File: src/rtl/frc_pkg.sv
// ----------------------------------------------------------------------------
// frc_pkg
// Types and fixed constants of the FIFO replacement cache.
// ----------------------------------------------------------------------------
package frc_pkg;

    // Capacity register and entry count field widths
    localparam int CAP_W   = 4;
    localparam int COUNT_W = 4;

    // Capacity after reset
    localparam logic [CAP_W-1:0] CAP_RESET = 4'd8;

    // Operation carried on the input tuser
    typedef enum logic [0:0] {
        ACT_PUT = 1'b0,
        ACT_GET = 1'b1
    } action_t;

    // Command from the pipeline control to the store
    typedef struct packed {
        logic    clear;
        logic    fire;
        action_t action;
    } frc_cmd_t;

    // Result flags from the store
    typedef struct packed {
        logic hit;
        logic evicted;
    } frc_flags_t;

endpackage

File: src/rtl/frc_store.sv
// ----------------------------------------------------------------------------
// frc_store
// Entry store with parallel key match, FIFO ring pointers and update logic.
// ----------------------------------------------------------------------------
module frc_store #(
    parameter int DEPTH       = 8,
    parameter int KEY_WIDTH   = 32,
    parameter int VALUE_WIDTH = 32
) (
    input  logic                        clk,
    input  logic                        rst_n,
    input  frc_pkg::frc_cmd_t           cmd,
    input  logic [KEY_WIDTH-1:0]        key,
    input  logic [VALUE_WIDTH-1:0]      value,
    input  logic [frc_pkg::CAP_W-1:0]   capacity,
    output frc_pkg::frc_flags_t         flags,
    output logic [VALUE_WIDTH-1:0]      read_value,
    output logic [KEY_WIDTH-1:0]        evicted_key,
    output logic [frc_pkg::COUNT_W-1:0] entry_count
);
    import frc_pkg::*;

    localparam int SLOT_W = (DEPTH > 1) ? $clog2(DEPTH) : 1;
    localparam int FILL_W = $clog2(DEPTH + 1);
    localparam int CMP_W  = (FILL_W > CAP_W) ? FILL_W : CAP_W;
    localparam int SUM_W  = FILL_W + 1;

    logic [KEY_WIDTH-1:0]   key_store_reg   [DEPTH];
    logic [VALUE_WIDTH-1:0] value_store_reg [DEPTH];
    logic [DEPTH-1:0]       valid_reg;
    logic [DEPTH-1:0]       valid_next;
    logic [SLOT_W-1:0]      oldest_reg;
    logic [SLOT_W-1:0]      oldest_next;
    logic [FILL_W-1:0]      fill_reg;
    logic [FILL_W-1:0]      fill_next;

    logic [DEPTH-1:0]       match;
    logic                   hit;
    logic [VALUE_WIDTH-1:0] hit_value;
    logic [CMP_W-1:0]       cap_ext;
    logic [CMP_W-1:0]       eff_cap;
    logic                   is_put;
    logic                   do_update;
    logic                   do_insert;
    logic                   do_evict;
    logic [SUM_W-1:0]       pos_sum;
    logic [SLOT_W-1:0]      ins_slot;

    // Parallel key compare against every valid entry; keys are unique
    always_comb begin
        match     = '0;
        hit_value = '0;
        for (int i = 0; i < DEPTH; i++) begin
            match[i] = valid_reg[i] && (key_store_reg[i] == key);
            if (match[i]) begin
                hit_value = hit_value | value_store_reg[i];
            end
        end
    end
    assign hit = |match;

    // Effective capacity: zero acts as one, clipped to the store depth
    always_comb begin
        cap_ext = CMP_W'(capacity);
        if (cap_ext == '0) begin
            eff_cap = CMP_W'(1);
        end else if (cap_ext > CMP_W'(DEPTH)) begin
            eff_cap = CMP_W'(DEPTH);
        end else begin
            eff_cap = cap_ext;
        end
    end

    assign is_put    = cmd.fire && (cmd.action == ACT_PUT);
    assign do_update = is_put && hit;
    assign do_insert = is_put && !hit;
    assign do_evict  = do_insert && (CMP_W'(fill_reg) >= eff_cap);

    // Insert slot: oldest + fill wraps the ring (covers the evicting case too)
    always_comb begin
        pos_sum = SUM_W'(oldest_reg) + SUM_W'(fill_reg);
        if (pos_sum >= SUM_W'(DEPTH)) begin
            ins_slot = SLOT_W'(pos_sum - SUM_W'(DEPTH));
        end else begin
            ins_slot = SLOT_W'(pos_sum);
        end
    end

    // Ring pointer, fill count and valid bit next values
    always_comb begin
        oldest_next = oldest_reg;
        fill_next   = fill_reg;
        valid_next  = valid_reg;
        if (do_evict) begin
            oldest_next = (oldest_reg == SLOT_W'(DEPTH - 1)) ? '0 : oldest_reg + 1'b1;
            valid_next[oldest_reg] = 1'b0;
        end else if (do_insert) begin
            fill_next = fill_reg + 1'b1;
        end
        if (do_insert) begin
            valid_next[ins_slot] = 1'b1;
        end
    end

    // Control state: valid bits and ring pointers
    always_ff @(posedge clk) begin
        if (!rst_n || cmd.clear) begin
            valid_reg  <= '0;
            oldest_reg <= '0;
            fill_reg   <= '0;
        end else begin
            oldest_reg <= oldest_next;
            fill_reg   <= fill_next;
            valid_reg  <= valid_next;
        end
    end

    // Key and value storage, no reset
    always_ff @(posedge clk) begin
        for (int i = 0; i < DEPTH; i++) begin
            if (do_update && match[i]) begin
                value_store_reg[i] <= value;
            end
        end
        if (do_insert) begin
            key_store_reg[ins_slot]   <= key;
            value_store_reg[ins_slot] <= value;
        end
    end

    // Result fields
    assign flags.hit     = hit;
    assign flags.evicted = do_evict;
    assign read_value    = (cmd.action == ACT_GET && hit) ? hit_value : '0;
    assign evicted_key   = do_evict ? key_store_reg[oldest_reg] : '0;
    assign entry_count   = COUNT_W'(fill_next);

endmodule

File: src/rtl/fifo_replacement_cache_core.sv
// ----------------------------------------------------------------------------
// fifo_replacement_cache_core
// Fully associative key/value cache with first-in-first-out replacement.
// ----------------------------------------------------------------------------
// Usage:
//   s_ channel carries one put or get per transfer: s_tuser is the action,
//   s_tdata the key and value. m_ channel returns one result per transfer:
//   hit and eviction flags on m_tuser, read value, evicted key and entry
//   count on m_tdata.
//   cfg_we with cfg_wdata writes the capacity and empties the cache; write
//   it only while no transfer is in flight.
//   Path: an accepted item is held in the input register; its result is
//   registered in the result register and then offered on m_.
//   Throughput: one item per cycle while m_tready is high. Key compare,
//   ring update and result forming are combinational between the input
//   and result registers, and back-to-back items see each other's updates.
//   Stall: while m_tready is low the result holds; the input register
//   takes one more item and then s_tready drops until the result leaves.
//   Reset: synchronous, active low; empties the cache, capacity returns to
//   eight and both registers are emptied.
// ----------------------------------------------------------------------------
module fifo_replacement_cache_core #(
    parameter int DEPTH       = 8,
    parameter int KEY_WIDTH   = 32,
    parameter int VALUE_WIDTH = 32,
    localparam int IN_W  = ((KEY_WIDTH + VALUE_WIDTH + 7) / 8) * 8,
    localparam int OUT_W = ((VALUE_WIDTH + KEY_WIDTH + frc_pkg::COUNT_W + 7) / 8) * 8
) (
    input  logic                       aclk,
    input  logic                       aresetn,
    // capacity register
    input  logic                       cfg_we,
    input  logic [frc_pkg::CAP_W-1:0]  cfg_wdata,
    // input items
    input  logic                       s_tvalid,
    output logic                       s_tready,
    input  logic [IN_W-1:0]            s_tdata,   // key, value, zero pad
    input  frc_pkg::action_t           s_tuser,   // action
    // results
    output logic                       m_tvalid,
    input  logic                       m_tready,
    output logic [OUT_W-1:0]           m_tdata,   // read_value, evicted_key, entry_count, pad
    output logic [1:0]                 m_tuser    // hit, evicted
);
    import frc_pkg::*;

    localparam int PAD_W = OUT_W - VALUE_WIDTH - KEY_WIDTH - COUNT_W;

    logic                   in_vld_reg;
    action_t                in_act_reg;
    logic [KEY_WIDTH-1:0]   in_key_reg;
    logic [VALUE_WIDTH-1:0] in_val_reg;
    logic [CAP_W-1:0]       capacity_reg;

    logic                   out_vld_reg;
    logic [1:0]             out_user_reg;
    logic [OUT_W-1:0]       out_data_reg;

    logic                   fire;
    frc_cmd_t               cmd;
    frc_flags_t             flags;
    logic [VALUE_WIDTH-1:0] read_value;
    logic [KEY_WIDTH-1:0]   evicted_key;
    logic [COUNT_W-1:0]     entry_count;

    // Process the held item whenever the result register is free or draining
    assign fire     = in_vld_reg && (!out_vld_reg || m_tready);
    assign s_tready = !in_vld_reg || fire;

    // Capacity register
    always_ff @(posedge aclk) begin
        if (!aresetn) begin
            capacity_reg <= CAP_RESET;
        end else if (cfg_we) begin
            capacity_reg <= cfg_wdata;
        end
    end

    // Input register
    always_ff @(posedge aclk) begin
        if (!aresetn) begin
            in_vld_reg <= 1'b0;
        end else if (s_tready) begin
            in_vld_reg <= s_tvalid;
        end
    end

    always_ff @(posedge aclk) begin
        if (s_tvalid && s_tready) begin
            in_act_reg <= s_tuser;
            in_key_reg <= s_tdata[KEY_WIDTH-1:0];
            in_val_reg <= s_tdata[KEY_WIDTH +: VALUE_WIDTH];
        end
    end

    assign cmd.clear  = cfg_we;
    assign cmd.fire   = fire;
    assign cmd.action = in_act_reg;

    frc_store #(
        .DEPTH       (DEPTH),
        .KEY_WIDTH   (KEY_WIDTH),
        .VALUE_WIDTH (VALUE_WIDTH)
    ) u_store (
        .clk         (aclk),
        .rst_n       (aresetn),
        .cmd         (cmd),
        .key         (in_key_reg),
        .value       (in_val_reg),
        .capacity    (capacity_reg),
        .flags       (flags),
        .read_value  (read_value),
        .evicted_key (evicted_key),
        .entry_count (entry_count)
    );

    // Result register
    always_ff @(posedge aclk) begin
        if (!aresetn) begin
            out_vld_reg <= 1'b0;
        end else if (fire) begin
            out_vld_reg <= 1'b1;
        end else if (m_tready) begin
            out_vld_reg <= 1'b0;
        end
    end

    always_ff @(posedge aclk) begin
        if (fire) begin
            out_user_reg <= {flags.evicted, flags.hit};
            out_data_reg <= {PAD_W'(0), entry_count, evicted_key, read_value};
        end
    end

    assign m_tvalid = out_vld_reg;
    assign m_tdata  = out_data_reg;
    assign m_tuser  = out_user_reg;

endmodule

File: config.mk
export PLATFORM = sky130hd
export DESIGN_NAME = fifo_replacement_cache_core
export DESIGN_NICKNAME = d
export VERILOG_FILES = /design/src/rtl/frc_pkg.sv /design/src/rtl/frc_store.sv /design/src/rtl/fifo_replacement_cache_core.sv
export SDC_FILE = /design/constraint.sdc
export NUM_CORES = 1
export LEC_CHECK = 0
export ABC_AREA = 0
export CAP_MARGIN = 0
export CORE_ASPECT_RATIO = 0.8
export CORE_UTILIZATION = 35
export CTS_CLUSTER_SIZE = 12
export DETAILED_ROUTE_END_ITERATION = 8
export DONT_BUFFER_PORTS = 1
export PLACE_DENSITY_LB_ADDON = 0.05
export SLEW_MARGIN = 20
export SYNTH_ARGS = -nofsm -noshare
export SYNTH_HDL_FRONTEND = slang
export SYNTH_SLANG_ARGS = --single-unit
File: constraint.sdc
create_clock -name aclk -period 11.85 [get_ports aclk]
set_clock_uncertainty 0.2 [all_clocks]
set_input_delay 1.7775 -clock aclk [delete_from_list [all_inputs] [get_ports aclk]]
set_output_delay 1.7775 -clock aclk [all_outputs]
set_load 0.03 [all_outputs]
# After elaboration in Yosys (flattened, before gate mapping)
# Memories as Yosys holds them, arrays and structs flattened. A register that Yosys moved wholly into a read port is not among the register bits.
# Index checks and enable logic that the tools add are counted.
word_totals:
  output_inout_bits: 76
  ram_bits: 512
  in_bits: 74
  ff_bits: 124
  wordCells: 125
  mem_count: 2
classes:
  n_eq_ne: 9
  bitwise_logic: 11
  reduce_logical: 37
  n_mux: 43
  add_sub_neg: 4
  order_cmp: 7
mem_list:
  columns: ["memory", "depth", "word_bits", "read_ports", "rd_clocked_by_memory_dff", "wr", "line_no", "rtl"]
  rows:
  - ["u_store.key_store_reg", 8, 32, 9, 1, 1, "frc_store.sv:28", "logic [KEY_WIDTH-1:0] key_store_reg [DEPTH];"]
  - ["u_store.value_store_reg", 8, 32, 8, 0, 8, "frc_store.sv:29", "logic [VALUE_WIDTH-1:0] value_store_reg [DEPTH];"]
ops:
  columns: ["cell", "count"]
  rows:
  - ["$mux W32", 9]
  - ["$eq A32 B32 Y1", 8]
  - ["$or A32 B32 Y32", 7]
  - ["$reduce_or A32 Y1", 1]
  - ["$logic_and A1 B1 Y1", 25]
  - ["$mux W1", 23]
  - ["$mux W4", 4]
  - ["$mux W8", 2]
  - ["$mux W3", 3]
  - ["$and A8 B8 Y8", 1]
  - ["$lt A3 B4 Y1 const B", 2]
  - ["$not A8 Y8", 1]
  - ["$or A8 B8 Y8", 1]
  - ["$reduce_or A8 Y1", 1]
  - ["$demux W1 S3", 2]
  - ["$ge A3 B1 Y1 const B", 2]
  - ["$add A3 B4 Y5", 1]
  - ["$ge A5 B4 Y1 const B", 1]
  - ["$logic_not A1 Y1", 5]
  - ["$add A4 B1 Y4 const B", 1]
  - ["$ge A4 B4 Y1", 1]
  - ["$gt A4 B4 Y1 const B", 1]
  - ["$logic_not A4 Y1", 1]
  - ["$add A3 B1 Y3 const B", 1]
  - ["5 further kinds", 7]

# Longest topological paths before layout
# An unclocked memory read counts as a cell.
depth:
  ltp_word: 18
  ltp_mapped: 13
  ltp_nobuf: 12

# Hierarchy
# A second synthesis with hierarchy kept.
hier_totals:
  cells_unflattened: 1549
  area_unflattened_um2: 27689.1
by_module_without_submodules:
  columns: ["module", "cells_each", "area_per_inst_um2", "seq_area_each_um2", "n_inst"]
  rows:
  - ["frc_store", 1387, 23343.6, 15735.1, 1]
  - ["fifo_replacement_cache_core", 162, 4345.4, 4174.0, 1]

# Worst setup path after synthesis
# No wires, ideal clock.
synth_path:
  path_kind: "input port to flip-flop"
  startpoint: "input port m_tready"
  endpoint: "memory u_store.value_store_reg[3][0] (enable)"
  cell_stages: 7
  t_arrival_ns: 6.719
  slack_ns: 4.542
  required_ns: 11.261
  path_cell_list: "nor2b_1 nor2b_1 nor2b_1 clkbuf_1 and3_1 nand3_1 nand2_1"
synth_lines:
  columns: ["item", "line_no", "rtl"]
  rows:
  - ["from (decl)", "fifo_replacement_cache_core.sv:41", "input logic m_tready,"]
  - ["to (decl)", "frc_store.sv:29", null]

==> flow_summary_export.csv <==
group,metric,value,unit
clock_network,cts_resized,0,
timing,slew_headroom,0.226,
clock_network,htree_levels,3,
drt,num_vias,14800,
timing,clock.fmax,189,MHz
global_route,grtUsageTotal,0.213,
worst_setup_path,worst-setup-path-type,"reg -> reg",
yosys,async_flop_share,0,
clock_network,cts-root-buf,"clkbuf_16",
timing,setup_viol,0,
finish,finish.cell_count_without_fillers,2678,
place,dp_cells,2546,
global_route,grt_max_degree,61,
floorplan,num_rows,90,
worst_setup_path,crit_path_top_delay_cell,"nor4_1",
yosys,seq_area_frac_synth,0.735,
yosys,synth_cell_types,53,
timing,rsz0062_at_grt,"false",
floorplan,initial_core_util,0.356,
floorplan,die_h,251,um
place,hpwl,51800,um
worst_hold_path,hp-class,"reg -> reg",
floorplan,die_w,313,um
power_and_ir_drop,power.density,166,mW/mm^2
timing,holdWs,0.308,ns
global_route,grt_pass1_vias,14500,
drt,dr.pass1.iters,5,
worst_setup_path,cp_data_arrival_time,5.21,ns
finish,syn_to_final_growth,12.9,%
worst_setup_path,r2r-start,"in_key_reg[2]",
clock_network,numCtsBuffers,74,
global_route,grt_util_met2,0.294,
drt,drt_wl_total,84300,um
finish,register_area,0.0198,mm^2
timing,setup_tns,0,ns
global_route,grt_pass1_wl,117000,um
drt,postRouteAntennaNets,0,
drt,viasPerCell,5.51,
floorplan,core,0.0759,mm^2
clock_network,clock_latency,0.63,ns
finish,drive_above_1_share,0.118,
clock_network,holdBufCountCts,0,
yosys,synth-edff-count,647,
finish,post-route-util,0.402,
yosys,yosysWarnings,0,
status,status,"finished clean",
finish,fin_nets,1693,
clock_network,cts_num_sinks,668,
worst_hold_path,hp-start,"u_store.valid_reg[3]",
finish,multi_input_area,0.00672,mm^2
global_route,top_usage_layer,"met1",
place,portBuffers,0,
drt,drc,0,
worst_setup_path,critPathRequiredTime,11.77,ns
yosys,syn_area,0.0270,mm^2
clock_network,tritoncts,"done",
worst_setup_path,worstPathCellList,"xor2_1 -> nor4_1 -> nand4_1 -> nor3_4 -> buf_4 -> nor4_2 -> and2_4 -> nand3_1 -> nand2_2",
timing,hold_violations,0,
finish,n_fill_cell,6884,
timing,worst_pin_slew,1.15,ns
job,cap_violations,0,
worst_setup_path,cpPeakStageDelay,0.97,ns
clock_network,clock_path_buffers,3,
timing,final.min_clock_period,5.30,ns
clock_network,clkTransAtPathRegs,0.06,ns
global_route,antenna_found_initial,5,
drt,drt-wirelength-per-cell,31.5,um
yosys,ys.flop_type,"edfxtp_1",
yosys,synth_area_per_cell,16.9,um^2
yosys,synthCells,1598,
place,pre_cts_ws,6.79,ns
floorplan,io_pins,150,
worst_setup_path,cp_max_fo,34,
place,gp_congestion,0.864,
worst_setup_path,cp-startpoint,"in_key_reg[2]",
clock_network,postCtsSetupBuffers,0,
worst_setup_path,crit_path_start_kind,"flop",
power_and_ir_drop,cellLeakagePower,9.52,nW
timing,drv_slew,0,
worst_setup_path,end_kind,"flop",
global_route,gr-usage-met3,0.0716,
timing,period_share,0.447,
timing,setup_slack,6.55,ns
global_route,overflow,0,
power_and_ir_drop,ir_drop,0.0807,mV
yosys,ys_ff_latch,668,
floorplan,die_area,0.0783,mm^2
global_route,grt_use_met1,0.321,
drt,drt-initial-drc-count,1598,
critical path, delay by kind of cell, from the launching register on:
kind | cells | cell delay (ns)
flip-flops | 1 | 0.84
AND/OR/NAND/NOR | 7 | 2.80
XOR/XNOR | 1 | 0.35
buffers and inverters | 1 | 0.52
final cells by class:
| class | count | share of cell area |
|---|---|---|
| Tap cell | 1012 | 0.0415 |
| Clock buffer | 102 | 0.0686 |
| Inverter | 26 | 0.00324 |
| Clock inverter | 28 | 0.00762 |
| Timing Repair Buffer | 35 | 0.00853 |
| Sequential cell | 668 | 0.650 |
| Multi-Input combinational cell | 805 | 0.220 |
| Antenna cell | 2 | 0.000164 |
cell usage in the layout (no fill, tap or decap), types with 4 or more instances in the layout:
cell type,instances
a22oi_1,128
buf_4,34
nor4_2,4
bufinv_16,4
a221oi_1,65
nor3_4,5
clkbuf_16,79
a31oi_4,30
a31oi_1,34
nand4_1,12
clkbuf_1,20
dfxtp_1,21
clkinv_1,14
a21oi_1,13
nor4_1,49
mux2i_1,5
edfxtp_1,647
ha_1,8
inv_1,22
xnor2_1,21
nor2b_1,7
nand2_2,7
o21ai_1,9
nand2_1,24
nand2b_1,5
nand3_1,27
a22o_1,63
nor2_1,5
xor2_1,230
nor3_1,8
clkinv_2,8
conb_1,4
through the flow:
stage               power, mW  area [um^2]
CTS                      5.13        30500
detailed placement       2.88        28200
global placement         2.88        28200
floorplan                2.81        27000
global route             5.22        30500
finish                   5.07        30500
per-layer routing:
metal | wire [um] | part of all wire | up-vias
met2 | 35200 | 0.42 | 542
li1 | - | - | 6406
met4 | 1520 | 0.018 | 4
met3 | 7730 | 0.092 | 103
met5 | 29 | 0.00034 | -
met1 | 39800 | 0.47 | 7714
synthesized netlist by cell type (all sizes together) (4+ instances only):
cell type  instances  share of area
buf               51          0.011
nand4             12         0.0028
o21ai             10         0.0019
a22oi            128          0.036
nand2             33         0.0049
a22o              63          0.020
nand3             28         0.0052
a21oi             13         0.0024
nand2b             5         0.0012
a221oi            65          0.021
xor2             230          0.075
nor3b              4         0.0011
nor2               7        0.00097
clkbuf            51         0.0071
nor3              15         0.0037
ha                 8         0.0037
xnor2             21         0.0068
a31oi             64          0.031
nor4              55          0.014
edfxtp           647           0.72
inv               25         0.0035
nor2b              8         0.0019
dfxtp             21          0.016
mux2i              5         0.0019
kinds of logic after synthesis:
group / share of synthesized area
xor gates and xnor gates: 0.0814
AOI/OAI and AO/OA: 0.117
adders and majority gates: 0.00445
and+or+nand+nor: 0.0385
DFF: 0.735
buffers and inverters: 0.0218
muxes: 0.00185
other: 0.000139
path summary, 6_finish.rpt:
kind / endpoint / slack (ns) / cells after the start
worst max-delay path: u_store.value_store_reg[4][15] / 6.55 / 9
worst min-delay path: u_store.valid_reg[3] / 0.31 / 2
worst max register to register: u_store.value_store_reg[4][15] / 6.55 / 9
worst min register to register: u_store.valid_reg[3] / 0.31 / 2
report_power, final:
part	switching, mW	internal [mW]
Clock	0.925	1.32
Combinational	0.0886	0.0319
Sequential	0.0790	2.63
Total	1.09	3.98
Note: power is estimated with default switching activity, not from simulation.
